**config.mk**
```make
export PLATFORM = sky130hd
export DESIGN_NAME = vq_index_flag_word_packer_top
export DESIGN_NICKNAME = d
export VERILOG_FILES = /design/src/rtl/vqpk_pkg.sv /design/src/rtl/vqpk_payload_ram.sv /design/src/rtl/vq_index_flag_word_packer_top.sv
export VERILOG_INCLUDE_DIRS = /design/src /design/src/rtl
export SDC_FILE = /design/constraint.sdc
export NUM_CORES = 2
export LEC_CHECK = 0
export ABC_CLOCK_PERIOD_IN_PS = 7600
export BUFFER_PORTS_ARGS = -buffer_cell sky130_fd_sc_hd__buf_2
export CAP_MARGIN = 20
export CORE_MARGIN = 5
export CORE_UTILIZATION = 43
export DETAILED_ROUTE_END_ITERATION = 6
export REMOVE_ABC_BUFFERS = 1
export SYNTH_ARGS = -nofsm -noshare
export SYNTH_HDL_FRONTEND = slang
export SYNTH_HIERARCHICAL = 1
export SYNTH_SLANG_ARGS = --single-unit
```
**constraint.sdc**
```tcl
create_clock -name clk -period 7.6 [get_ports clk]
set_input_delay 1.52 -clock clk [delete_from_list [all_inputs] [get_ports clk]]
set_output_delay 1.52 -clock clk [all_outputs]
set_load 0.005 [all_outputs]
```
**src/rtl/vq_index_flag_word_packer_top_assert.svh**
```systemverilog
// Assertion macros for the VQ index word packer.
// Included by the top level; relies on clk and rst_n in the including scope.
`ifndef VQ_INDEX_FLAG_WORD_PACKER_TOP_ASSERT_SVH
`define VQ_INDEX_FLAG_WORD_PACKER_TOP_ASSERT_SVH

// Same-cycle implication, masked while reset is held.
`define VQPK_ASSERT_NOW(label, ante, cons, msg) \
  label: assert property (@(posedge clk) disable iff (!rst_n) (ante) |-> (cons)) \
    else $error(msg);

// Next-cycle implication, masked while reset is held.
`define VQPK_ASSERT_NEXT(label, ante, cons, msg) \
  label: assert property (@(posedge clk) disable iff (!rst_n) (ante) |=> (cons)) \
    else $error(msg);

`endif

```
**src/rtl/vqpk_pkg.sv**
```systemverilog
// Shared types and constants for the VQ index word packer.
// No dependencies; used by vqpk_payload_ram and the top level.
package vqpk_pkg;

  localparam int FLAG_WORD_BITS = 32;
  localparam int PAYLOAD_DEPTH  = 32;
  localparam int PTR_W          = $clog2(PAYLOAD_DEPTH);
  localparam int CNT_W          = $clog2(PAYLOAD_DEPTH + 1);
  localparam int FIDX_W         = $clog2(FLAG_WORD_BITS);
  localparam int ADDR_W         = 3;

  // pack_mode codes (value 3 behaves as single-vector)
  localparam logic [1:0] MODE_SINGLE = 2'd0;
  localparam logic [1:0] MODE_MIXED  = 2'd1;
  localparam logic [1:0] MODE_MOTION = 2'd2;

  // block_coding codes (value 3 behaves as single vector)
  localparam logic [1:0] CODING_SINGLE = 2'd0;
  localparam logic [1:0] CODING_QUAD   = 2'd1;
  localparam logic [1:0] CODING_SKIP   = 2'd2;

  // register select: word address bit of paddr
  localparam logic REG_PACK_MODE = 1'b0;

  localparam logic [2:0] BYTES_FLAG   = 3'd4;
  localparam logic [2:0] BYTES_SINGLE = 3'd1;
  localparam logic [2:0] BYTES_QUAD   = 3'd4;

  typedef struct packed {
    logic [1:0] block_coding;
    logic [7:0] single_index;
    logic [7:0] quad_index_0;
    logic [7:0] quad_index_1;
    logic [7:0] quad_index_2;
    logic [7:0] quad_index_3;
    logic       strip_end;
  } in_t;

  typedef struct packed {
    logic [31:0] out_word;
    logic [2:0]  out_bytes;
    logic        is_flag_word;
    logic        strip_done;
  } out_t;

  typedef struct packed {
    logic [31:0] word;
    logic [2:0]  len;
  } entry_t;

  typedef struct packed {
    logic             en;
    logic [PTR_W-1:0] addr;
    entry_t           data;
  } ram_wr_t;

  typedef struct packed {
    logic             en;
    logic [PTR_W-1:0] addr;
  } ram_rd_t;

endpackage

```
**src/rtl/vqpk_payload_ram.sv**
```systemverilog
// Payload queue storage: one write port, one read port, registered read data.
// Depends on vqpk_pkg for the entry and port types.
module vqpk_payload_ram (
  input  logic              clk,
  input  vqpk_pkg::ram_wr_t wr,
  input  vqpk_pkg::ram_rd_t rd,
  output vqpk_pkg::entry_t  rdata
);

  vqpk_pkg::entry_t mem [vqpk_pkg::PAYLOAD_DEPTH];

  always_ff @(posedge clk) begin
    if (wr.en) begin
      mem[wr.addr] <= wr.data;
    end
    // hold read data until the next read
    if (rd.en) begin
      rdata <= mem[rd.addr];
    end
  end

endmodule

```
**src/rtl/vq_index_flag_word_packer_top.sv**
```systemverilog
// Top level of the VQ index word packer: control, flag word assembly, output beat.
// Depends on vqpk_pkg, vqpk_payload_ram and vq_index_flag_word_packer_top_assert.svh.
//
// Packs one coded 4x4 block per input beat into the strip's index stream.
// In single-vector mode each block gives one result (its index byte). In mixed
// and motion modes a block that completes no flag word is absorbed while the
// packer stays idle: its flag bits go into the flag register and its payload
// into a 32-entry payload queue held in a synchronous memory. A block that
// completes a word (or ends the strip) is accepted, then emits its results one
// by one, with a memory read ahead of each burst of queued payloads: at most
// two flag words and two bursts, up to 33 results. The single read port of the
// payload memory and the one-beat output register pace the results; output
// stall holds them back. While results drain, in_stall stays high. The output
// register holds a finished beat, so the last result may still wait while the
// next block is already accepted. Writing pack_mode drops the partial strip;
// the user must write it only while idle, as the block does not enforce this.
// No clearing pass follows reset: only queued entries are ever read.
module vq_index_flag_word_packer_top (
  input  logic                         clk,
  input  logic                         rst_n,
  // input channel
  input  logic                         in_valid,
  output logic                         in_stall,
  input  vqpk_pkg::in_t                in_data,
  // result channel
  output logic                         out_valid,
  input  logic                         out_stall,
  output vqpk_pkg::out_t               out_data,
  // configuration port
  input  logic                         psel,
  input  logic                         penable,
  input  logic                         pwrite,
  input  logic [vqpk_pkg::ADDR_W-1:0]  paddr,
  input  logic [31:0]                  pwdata,
  output logic [31:0]                  prdata,
  output logic                         pready
);

  localparam int PTR_W  = vqpk_pkg::PTR_W;
  localparam int CNT_W  = vqpk_pkg::CNT_W;
  localparam int FIDX_W = vqpk_pkg::FIDX_W;
  localparam int FW     = vqpk_pkg::FLAG_WORD_BITS;
  localparam logic [FW-1:0] FLAG_MSB = {1'b1, {(FW-1){1'b0}}};

  typedef enum logic [2:0] {
    S_IDLE,
    S_WORD1,
    S_DRAIN1,
    S_WORD2,
    S_DRAIN2
  } state_t;

  // wrap a queue position back into the memory's address range
  function automatic logic [PTR_W-1:0] ptr_wrap(input logic [CNT_W:0] sum);
    logic [CNT_W:0] depth;
    depth = (CNT_W+1)'(vqpk_pkg::PAYLOAD_DEPTH);
    if (sum >= depth) begin
      return PTR_W'(sum - depth);
    end
    return PTR_W'(sum);
  endfunction

  state_t              state_r;
  logic [1:0]          mode_r;
  logic [FW-1:0]       accum_r;
  logic [FIDX_W-1:0]   cnt_r;
  logic [CNT_W-1:0]    qcount_r;
  logic [PTR_W-1:0]    head_r;
  logic                out_valid_r;
  vqpk_pkg::out_t      out_r;
  logic                pend_r;
  logic [CNT_W-1:0]    rd_left_r;
  logic [CNT_W-1:0]    ld_left_r;
  // emission plan of the block in flight
  logic [FW-1:0]       w1_word_r;
  logic                w1_flag_r;
  logic [CNT_W-1:0]    n1_r;
  logic                w2v_r;
  logic [FW-1:0]       w2_word_r;
  logic [CNT_W-1:0]    n2_r;
  logic                end_r;

  // next-state values computed from the accepted block
  logic [FW-1:0]       accum_nxt;
  logic [FIDX_W-1:0]   cnt_nxt;
  logic [CNT_W-1:0]    qcount_nxt;
  logic                w1v_nxt;
  logic [FW-1:0]       w1_word_nxt;
  logic                w1_flag_nxt;
  logic [CNT_W-1:0]    n1_nxt;
  logic                w2v_nxt;
  logic [FW-1:0]       w2_word_nxt;
  logic [CNT_W-1:0]    n2_nxt;

  logic                in_accept;
  logic                cfg_wr;
  logic                coded;
  logic                is_quad;
  logic                last_bit;
  logic                two_bits;
  logic                full;
  logic                push;
  logic                has_room;
  logic [FW-1:0]       bit_a;
  logic [FW-1:0]       acc_a;
  logic [FW-1:0]       acc_b;
  logic [FW-1:0]       single_word;
  logic [FIDX_W-1:0]   cnt_after;
  logic [CNT_W-1:0]    q_after;
  logic [CNT_W-1:0]    q_plus;
  vqpk_pkg::entry_t    pentry;

  logic                out_free;
  logic                drain_st;
  logic                load;
  logic                last_load;
  logic                no_drain;
  vqpk_pkg::ram_wr_t   ram_wr;
  vqpk_pkg::ram_rd_t   ram_rd;
  vqpk_pkg::entry_t    ram_rdata;

  assign in_accept = in_valid && !in_stall;
  assign in_stall  = (state_r != S_IDLE);
  assign cfg_wr    = psel && penable && pwrite && pready;
  assign pready    = 1'b1;
  assign prdata    = (paddr[2] == vqpk_pkg::REG_PACK_MODE) ? 32'(mode_r) : 32'd0;
  assign out_valid = out_valid_r;
  assign out_data  = out_r;
  // a held final beat may sit while the next block waits in S_WORD1
  assign no_drain  = ((state_r == S_IDLE) || (state_r == S_WORD1)) && !pend_r;

  // ---------------------------------------------------------------------------
  // Plan for one block: flag register update, queue push, and what to emit.
  // Emission is at most: word 1, n1 queued payloads, word 2, n2 payloads.
  // ---------------------------------------------------------------------------
  always_comb begin
    coded       = (in_data.block_coding != vqpk_pkg::CODING_SKIP);
    is_quad     = (in_data.block_coding == vqpk_pkg::CODING_QUAD);
    single_word = {in_data.single_index, 24'd0};
    pentry.word = is_quad ? {in_data.quad_index_0, in_data.quad_index_1,
                             in_data.quad_index_2, in_data.quad_index_3}
                          : single_word;
    pentry.len  = is_quad ? vqpk_pkg::BYTES_QUAD : vqpk_pkg::BYTES_SINGLE;
    has_room    = (qcount_r != CNT_W'(vqpk_pkg::PAYLOAD_DEPTH));
    last_bit    = (cnt_r == FIDX_W'(FW - 1));
    bit_a       = FLAG_MSB >> cnt_r;
    two_bits    = 1'b0;
    full        = 1'b0;
    acc_a       = '0;
    acc_b       = '0;
    cnt_after   = '0;
    q_after     = '0;
    q_plus      = '0;
    push        = 1'b0;

    accum_nxt   = accum_r;
    cnt_nxt     = cnt_r;
    qcount_nxt  = qcount_r;
    w1v_nxt     = 1'b0;
    w1_word_nxt = single_word;
    w1_flag_nxt = 1'b1;
    n1_nxt      = '0;
    w2v_nxt     = 1'b0;
    w2_word_nxt = '0;
    n2_nxt      = '0;

    case (mode_r)
      vqpk_pkg::MODE_MIXED: begin
        push   = has_room;
        q_plus = qcount_r + CNT_W'(push);
        acc_a  = accum_r | (is_quad ? bit_a : '0);
        full   = last_bit || in_data.strip_end;
        w1v_nxt     = full;
        w1_word_nxt = acc_a;
        n1_nxt      = q_plus;
        accum_nxt   = full ? '0 : acc_a;
        cnt_nxt     = full ? '0 : cnt_r + FIDX_W'(1);
        qcount_nxt  = full ? '0 : q_plus;
      end
      vqpk_pkg::MODE_MOTION: begin
        // coded bit, then the four-vector bit if it still fits
        push     = coded && has_room;
        q_plus   = qcount_r + CNT_W'(push);
        two_bits = coded && !last_bit;
        acc_a    = accum_r | (coded ? bit_a : '0);
        acc_b    = acc_a | ((two_bits && is_quad) ? (bit_a >> 1) : '0);
        full     = last_bit || (two_bits && cnt_r == FIDX_W'(FW - 2));
        if (full) begin
          w1v_nxt     = 1'b1;
          w1_word_nxt = acc_b;
          // a block whose bits both fit follows its own flag word
          n1_nxt      = two_bits ? q_plus : qcount_r;
          // carried second bit opens the next word; its payload waits
          q_after     = (coded && last_bit) ? CNT_W'(push) : '0;
          accum_nxt   = (coded && last_bit && is_quad) ? FLAG_MSB : '0;
          cnt_after   = (coded && last_bit) ? FIDX_W'(1) : '0;
        end else begin
          q_after     = q_plus;
          accum_nxt   = acc_b;
          cnt_after   = cnt_r + FIDX_W'(1) + FIDX_W'(two_bits);
        end
        cnt_nxt    = cnt_after;
        qcount_nxt = q_after;
        if (in_data.strip_end && cnt_after != '0) begin
          if (full) begin
            w2v_nxt     = 1'b1;
            w2_word_nxt = accum_nxt;
            n2_nxt      = q_after;
          end else begin
            w1v_nxt     = 1'b1;
            w1_word_nxt = accum_nxt;
            n1_nxt      = q_after;
          end
        end
      end
      default: begin
        w1v_nxt     = 1'b1;
        w1_word_nxt = single_word;
        w1_flag_nxt = 1'b0;
      end
    endcase

    // strip end flushes everything
    if (in_data.strip_end) begin
      accum_nxt  = '0;
      cnt_nxt    = '0;
      qcount_nxt = '0;
    end
  end

  // ---------------------------------------------------------------------------
  // Payload memory. Pushes happen only in the accept cycle and reads only
  // while draining, so the same entry is never read and written together.
  // ---------------------------------------------------------------------------
  always_comb begin
    out_free  = !out_valid_r || !out_stall;
    drain_st  = (state_r == S_DRAIN1) || (state_r == S_DRAIN2);
    load      = drain_st && pend_r && out_free;
    last_load = load && (ld_left_r == CNT_W'(1));

    ram_wr.en   = in_accept && push;
    ram_wr.addr = ptr_wrap((CNT_W+1)'(head_r) + (CNT_W+1)'(qcount_r));
    ram_wr.data = pentry;

    // issue a read when the read data slot is empty next cycle
    ram_rd.en   = drain_st && (rd_left_r != '0) && (!pend_r || load);
    ram_rd.addr = head_r;
  end

  vqpk_payload_ram u_ram (
    .clk   (clk),
    .wr    (ram_wr),
    .rd    (ram_rd),
    .rdata (ram_rdata)
  );

  // ---------------------------------------------------------------------------
  // Sequencer, strip state and output beat register.
  // ---------------------------------------------------------------------------
  always_ff @(posedge clk) begin
    if (!rst_n) begin
      state_r     <= S_IDLE;
      mode_r      <= vqpk_pkg::MODE_SINGLE;
      accum_r     <= '0;
      cnt_r       <= '0;
      qcount_r    <= '0;
      head_r      <= '0;
      out_valid_r <= 1'b0;
      pend_r      <= 1'b0;
      rd_left_r   <= '0;
      ld_left_r   <= '0;
    end else begin
      // drop the beat once taken; a load below overrides
      if (out_valid_r && !out_stall) begin
        out_valid_r <= 1'b0;
      end

      if (cfg_wr && paddr[2] == vqpk_pkg::REG_PACK_MODE) begin
        mode_r   <= pwdata[1:0];
        accum_r  <= '0;
        cnt_r    <= '0;
        qcount_r <= '0;
      end

      // read pointer and outstanding read data
      if (ram_rd.en) begin
        head_r    <= ptr_wrap((CNT_W+1)'(head_r) + (CNT_W+1)'(1));
        rd_left_r <= rd_left_r - CNT_W'(1);
        pend_r    <= 1'b1;
      end else if (load) begin
        pend_r    <= 1'b0;
      end

      case (state_r)
        S_IDLE: begin
          if (in_accept) begin
            accum_r   <= accum_nxt;
            cnt_r     <= cnt_nxt;
            qcount_r  <= qcount_nxt;
            w1_word_r <= w1_word_nxt;
            w1_flag_r <= w1_flag_nxt;
            n1_r      <= n1_nxt;
            w2v_r     <= w2v_nxt;
            w2_word_r <= w2_word_nxt;
            n2_r      <= n2_nxt;
            end_r     <= in_data.strip_end;
            if (w1v_nxt) begin
              state_r <= S_WORD1;
            end
          end
        end
        S_WORD1: begin
          if (out_free) begin
            out_valid_r        <= 1'b1;
            out_r.out_word     <= w1_word_r;
            out_r.out_bytes    <= w1_flag_r ? vqpk_pkg::BYTES_FLAG : vqpk_pkg::BYTES_SINGLE;
            out_r.is_flag_word <= w1_flag_r;
            out_r.strip_done   <= end_r && (n1_r == '0) && !w2v_r;
            if (n1_r != '0) begin
              rd_left_r <= n1_r;
              ld_left_r <= n1_r;
              state_r   <= S_DRAIN1;
            end else if (w2v_r) begin
              state_r <= S_WORD2;
            end else begin
              state_r <= S_IDLE;
            end
          end
        end
        S_WORD2: begin
          if (out_free) begin
            out_valid_r        <= 1'b1;
            out_r.out_word     <= w2_word_r;
            out_r.out_bytes    <= vqpk_pkg::BYTES_FLAG;
            out_r.is_flag_word <= 1'b1;
            out_r.strip_done   <= end_r && (n2_r == '0);
            if (n2_r != '0) begin
              rd_left_r <= n2_r;
              ld_left_r <= n2_r;
              state_r   <= S_DRAIN2;
            end else begin
              state_r <= S_IDLE;
            end
          end
        end
        S_DRAIN1, S_DRAIN2: begin
          if (load) begin
            out_valid_r        <= 1'b1;
            out_r.out_word     <= ram_rdata.word;
            out_r.out_bytes    <= ram_rdata.len;
            out_r.is_flag_word <= 1'b0;
            out_r.strip_done   <= end_r && last_load &&
                                  ((state_r == S_DRAIN2) || !w2v_r);
            ld_left_r          <= ld_left_r - CNT_W'(1);
            if (last_load) begin
              state_r <= (state_r == S_DRAIN1 && w2v_r) ? S_WORD2 : S_IDLE;
            end
          end
        end
        default: begin
          state_r <= S_IDLE;
        end
      endcase
    end
  end

  // ---------------------------------------------------------------------------
  // Assertions
  // ---------------------------------------------------------------------------
`include "vq_index_flag_word_packer_top_assert.svh"

  `VQPK_ASSERT_NEXT(a_end_clears, in_accept && in_data.strip_end, cnt_r == '0 && qcount_r == '0 && accum_r == '0, "strip end left partial state")
  `VQPK_ASSERT_NOW(a_done_idle, out_valid_r && out_r.strip_done, no_drain, "strip done beat while results remain")
  `VQPK_ASSERT_NOW(a_queue_bound, 1'b1, qcount_r <= CNT_W'(vqpk_pkg::PAYLOAD_DEPTH), "payload queue count beyond depth")

endmodule

```
== Word-level counts from Yosys, hierarchy flattened ==
Memories as Yosys holds them, arrays and structs flattened. A register that Yosys moved wholly into a read port is not among the register bits.
Index checks and enable logic that the tools add are counted.
Widths: inputs -> output; s select.
Storage, ports and cells
  word-level logic and storage cells: 205
  flip-flop bits (word level): 183
  RAM bits: 1120
  memories kept: 1
  input port bits: 85
  output and inout bits: 72
Operators by class
  shifts and indexed selects: 1
  reduce and logical (&&, ||, !) cells: 55
  equal/unequal tests: 21
  add/sub/neg operators: 10
  bitwise operators: 4
  order comparisons: 2
  multiplexer cells: 90
Memories
  u_ram.mem: depth 32, width 35, rd ports 1, clocked after Yosys merged registers in 1, write ports 1, RTL line vqpk_payload_ram.sv:10  | vqpk_pkg::entry_t mem [vqpk_pkg::PAYLOAD_DEPTH];
Operators with widths (count)
  $mux 32: 13
  $pmux 32 s2: 2
  $mux 6: 20
  $mux 37: 3
  $pmux 37 s3: 1
  $or 32x32->32: 2
  $mux 5: 11
  $pmux 6 s2: 3
  $or 32x31->32: 1
  $shr 32x5->32 const A: 1
  $mux 31: 1
  $mux 3: 9
  $logic_and 1x1->1: 24
  $pmux 6 s3: 1
  $reduce_bool 6->1: 3
  $mux 1: 17
  $ne 2x2->1 const B: 8
  $add 6x1->6: 2
  $logic_not 6->1: 2
  $pmux 3 s4: 1
  $reduce_and 6->1: 2
  $sub 6x1->6 const B: 2
  $eq 5x5->1 const B: 2
  $pmux 5 s2: 1
  other kinds (29): 51

== Depth between registers and ports, before layout ==
  depth in word-level cells: 14
  mapped depth: 17
  gate-level depth less buffers: 12

== Cells and area by module ==
Netlist, hierarchy kept.
Modules (own cells, without submodules)
  vqpk_payload_ram: cells each 2469, sequential area each 34683.3 sq um, area each 44896.8 sq um, times used 1
  vq_index_flag_word_packer_top: cells each 1141, sequential area each 4824.6 sq um, area each 10667.7 sq um, times used 1

== Least setup slack after synthesis ==
Ideal clock, no wire load.
  kind: input port to flip-flop
  start: input in_valid
  end: register end_r (enable)
  data required time: 7.083 ns
  library setup time: 0.517 ns
  stages on the path: 2
  slack: 1.742 ns
  arrival time: 5.341 ns
  path buffers: 0
  cell sequence: or4b_4 -> nor2_1
On the way
  longest elaborated chain between the ends: 2
RTL lines
  start, declared: RTL line vq_index_flag_word_packer_top.sv:22  | input logic in_valid,
  $logic_and 1x1->1: RTL line vq_index_flag_word_packer_top.sv:122  | assign in_accept = in_valid && !in_stall;
  $reduce_and 3->1 (no source line)
  end signal, assigned: RTL line vq_index_flag_word_packer_top.sv:306  | end_r <= in_data.strip_end;
  end, declared: RTL line vq_index_flag_word_packer_top.sv:81  | logic end_r;
Every way passes these cells.
A chain may end at the register's enable or synchronous reset.

==> run summary <==
- **Overall Power** 18.0 mW
- **average cell area after synthesis** 15.4 um2
- **number of failing hold endpoints at the final stage** 0
- **number of enable flip-flop cells after synthesis** 1271
- **number of global-route vias before repair** 30800
- **path type of the worst min-delay path** register to register
- **Resized Gates After CTS** 0
- **number of I/O port buffers** 93
- **total routing usage reported by global routing** 20.6%
- **sequence of cells on the critical path** ha_1, inv_1, fa_1, inv_1, a21o_1, a21oi_1, xnor2_1, nand3b_1, nor2_4, buf_4
- **Die Footprint** 0.137 mm2
- **setup repair after global routing missed its margin** no
- **Critical Path Source Type** register
- **Top Ports** 157
- **worst slew pin tran** 1.07 ns
- **min cycle time layout** 4.73 ns
- **count of vias placed by the detailed router** 31900
- **number of different library cells in the post-synthesis netlist** 86
- **CTS H-Tree Depth** 4
- **buffer type at the clock tree root** sky130_fd_sc_hd__clkbuf_16
- **global placement routability congestion** 0.831
- **largest net degree at the start of global routing** 141
- **first-pass iteration count of the detailed router** 6
- **synth warn** 6
- **cell count after synthesis** 3610
- **Avg WL per Cell** 25.2 um
- **remaining design rule violation count** 0
- **maximum clock rate** 211 MHz
- **synthesis-to-finish area growth** 12.9%
- **cell type of the slowest stage on the worst timing path** sky130_fd_sc_hd__nor2_4
- **per-cell via count in the routed design** 5.64
- **cts-stage hold buffer count** 0
- **commonest register cell after synthesis** sky130_fd_sc_hd__edfxtp_1
- **fraction of the yosys area taken by sequential cells** 71.1%
- **leakage dissipation** 19.2 nW
- **number of register bits inferred by synthesis** 1338
- **Num CTS Buffers** 140
- **fraction of registers with async set or reset after synthesis** 0%
- **cell mode on critical path** sky130_fd_sc_hd__inv_1
- **Slowest Stage Delay on Critical Path** 0.91 ns
- **DRT antenna net count** 0
- **final setup violation count** 0
- **clock skew** 0.0324 ns
- **initial standard-cell utilization of the core** 43.4%
- **clock-pin slew on the worst setup and hold paths** 0.06 ns
- **number of setup buffers added after CTS** 0
- **arrival time at the worst endpoint** 5.17 ns
- **initial antenna violation count** 8
- **count of clock tree sinks** 1338
- **post-route clock period utilization** 62.3%
- **Detailed Route Iter0 Violations** 3166
- **Horiz. Die Dim** 369 um
- **fraction of final layout cells sized beyond drive strength 1** 12.2%
- **highest ir drop seen on vdd** 242 uV
- **remaining global-route overflow** 0
- **height of the die** 369 um
- **Core Region** 0.128 mm2
- **sum of negative setup slack** 0 ns
- **placed wire-length estimate** 83600 um
- **TritonCTS clock tree** built
- **type of destination of the critical path** register
- **result of the run** complete, no violations
- **Total Wirelength** 142000 um
- **synthesized cell area** 0.0556 mm2
- **Power Dens Cells** 287 mW/mm2
- **first-pass GRT wire length** 209000 um
- **number of standard-cell rows in the floorplan** 131
- **required arrival time at the worst endpoint** 8.04 ns
- **buffer depth of the longest clock path** 3
- **worst skew pair latency** 0.77 ns
- **Final Max Slew Viols** 0
- **critical path fanouts, max** 40
- **number of maximum-capacitance violations** 0
- **category of the most critical setup path** register to register
- **max_slew headroom** 28.4%
- **Layout Nets** 3918
## worst paths after layout
kind	from	end	slack, ns	cells past startpoint
setup / recovery	head_r[0]	u_ram/mem[24][17]	2.87	10
hold / removal	rd_left_r[4]	rd_left_r[4]	0.47	2
setup reg to reg	head_r[0]	u_ram/mem[24][17]	2.87	10
hold reg to reg	rd_left_r[4]	rd_left_r[4]	0.47	2
## where the power goes
group,leakage (nW),switching [mW],internal (mW)
clock,2.14,2.83,3.71
sequential,11.6,0.161,8.33
combinational,5.44,1.84,1.15
total,19.2,4.83,13.2
## stage by stage
step | worst slack, ns | cell area [um2] | utilization [%] | std cells | hold slack, ns
after global placement | 2.34 | 58000 | 45.3 | 5379 | 0.459
after CTS | 2.93 | 62500 | 48.8 | 5635 | 0.467
after detailed placement | 2.31 | 58100 | 45.4 | 5383 | 0.459
final | 2.87 | 62700 | 49.0 | 5649 | 0.466
after global routing | 2.66 | 62700 | 49.0 | 5646 | 0.496
after floorplan | -15.78 | 54200 | - | 3454 | 0.441
## synthesized netlist by cell type, types with 11 or more instances
| master | instances | area, um2 |
|---|---|---|
| sky130_fd_sc_hd__a2bb2oi_1 | 13 | 114 |
| sky130_fd_sc_hd__nand2b_1 | 11 | 68.8 |
| sky130_fd_sc_hd__clkbuf_1 | 82 | 308 |
| sky130_fd_sc_hd__buf_2 | 52 | 260 |
| sky130_fd_sc_hd__mux2i_1 | 568 | 5690 |
| sky130_fd_sc_hd__nor2b_1 | 12 | 75.1 |
| sky130_fd_sc_hd__a21o_1 | 14 | 105 |
| sky130_fd_sc_hd__o22a_1 | 12 | 105 |
| sky130_fd_sc_hd__buf_1 | 14 | 52.6 |
| sky130_fd_sc_hd__o21ai_0 | 62 | 310 |
| sky130_fd_sc_hd__edfxtp_1 | 1271 | 38200 |
| sky130_fd_sc_hd__or3_1 | 36 | 225 |
| sky130_fd_sc_hd__nand3_1 | 123 | 616 |
| sky130_fd_sc_hd__ha_1 | 25 | 313 |
| sky130_fd_sc_hd__a21oi_1 | 208 | 1040 |
| sky130_fd_sc_hd__a221o_1 | 11 | 110 |
| sky130_fd_sc_hd__o21a_1 | 12 | 90.1 |
| sky130_fd_sc_hd__xnor2_1 | 14 | 123 |
| sky130_fd_sc_hd__o22ai_1 | 56 | 350 |
| sky130_fd_sc_hd__dfxtp_1 | 67 | 1340 |
| sky130_fd_sc_hd__and2_1 | 33 | 206 |
| sky130_fd_sc_hd__nor2_1 | 149 | 559 |
| sky130_fd_sc_hd__a22o_1 | 79 | 692 |
| sky130_fd_sc_hd__a22oi_1 | 131 | 983 |
| sky130_fd_sc_hd__buf_4 | 62 | 465 |
| sky130_fd_sc_hd__a31oi_1 | 44 | 275 |
| sky130_fd_sc_hd__nor3_1 | 46 | 230 |
| sky130_fd_sc_hd__inv_1 | 30 | 113 |
| sky130_fd_sc_hd__buf_12 | 12 | 240 |
| sky130_fd_sc_hd__nand2_1 | 189 | 709 |
| sky130_fd_sc_hd__buf_6 | 23 | 259 |
## critical path, delay by kind of cell, from the launching register on
kind                     cells  cell delay (ns)
AO/OA/AOI/OAI                2             0.17
buffers and inverters        3             0.55
XOR/XNOR                     1             0.72
flip-flops                   1             0.80
AND/OR/NAND/NOR              2             1.43
adder cells (fa/ha/maj)      2             0.70
## metal layers
layer | share of wire [%] | up-vias | track usage [%] | routed length [um]
met5 | 0.0098 | - | 0 | 14
met4 | 2.4 | 2 | 5.72 | 3400
met3 | 6.3 | 199 | 3.25 | 8930
met2 | 47 | 1067 | 32.7 | 66400
met1 | 45 | 16200 | 29.6 | 63600
li1 | - | 14400 | - | -
## flip-flops by register name (all words and copies together), names as in the netlist
name / count
n2_r: 6
ld_left_r: 6
rd_left_r: 6
w1_flag_r: 1
w2v_r: 1
u_ram/mem: 1120
pend_r: 1
n1_r: 6
out_valid: 1
w2_word_r: 32
mode_r: 2
qcount_r: 6
state_r: 3
end_r: 1
w1_word_r: 32
head_r: 5
cnt_r: 5
accum_r: 32
u_ram/rdata: 35
out_data: 37
## cells in the final DEF (no fill, tap or decap), drive strengths merged, types with 11 or more instances in the layout
cell and instances:
edfxtp 1271, mux2i 568, buf 211, a21oi 209, nand2 190, clkbuf 172, nor2 152, a22oi 131
nand3 123, conb 99, a22o 79, clkinv 70, dfxtp 67, o21ai 64, nor3 57, o22ai 56
a31oi 45, or3 36, inv 35, and2 34, ha 25, xnor2 14, a21o 14, a2bb2oi 13
o21a 12, o22a 12, nor2b 12, a221o 11, xor2 11, nand2b 11
## kinds of logic after synthesis
logic type | share of synthesized area (%)
AOI/OAI and AO/OA | 8.66
adders and majority gates | 0.599
and+or+nand+nor | 5.72
DFF | 71.1
other | 0.0135
buffers and inverters | 3.27
muxes | 10.2
xor gates and xnor gates | 0.408
## cell type report
cell class                      count  area, um2
Fill cell                       10800      65300
Sequential cell                  1338      39500
Multi-Input combinational cell   2084      14900
Clock buffer                      172       3730
Tap cell                         1729       2160
Timing Repair Buffer              211       1680
Clock inverter                     80        632
Inverter                           32        121
Antenna cell                        3       7.51
No activity file was read; power rests on OpenSTA's default activity.
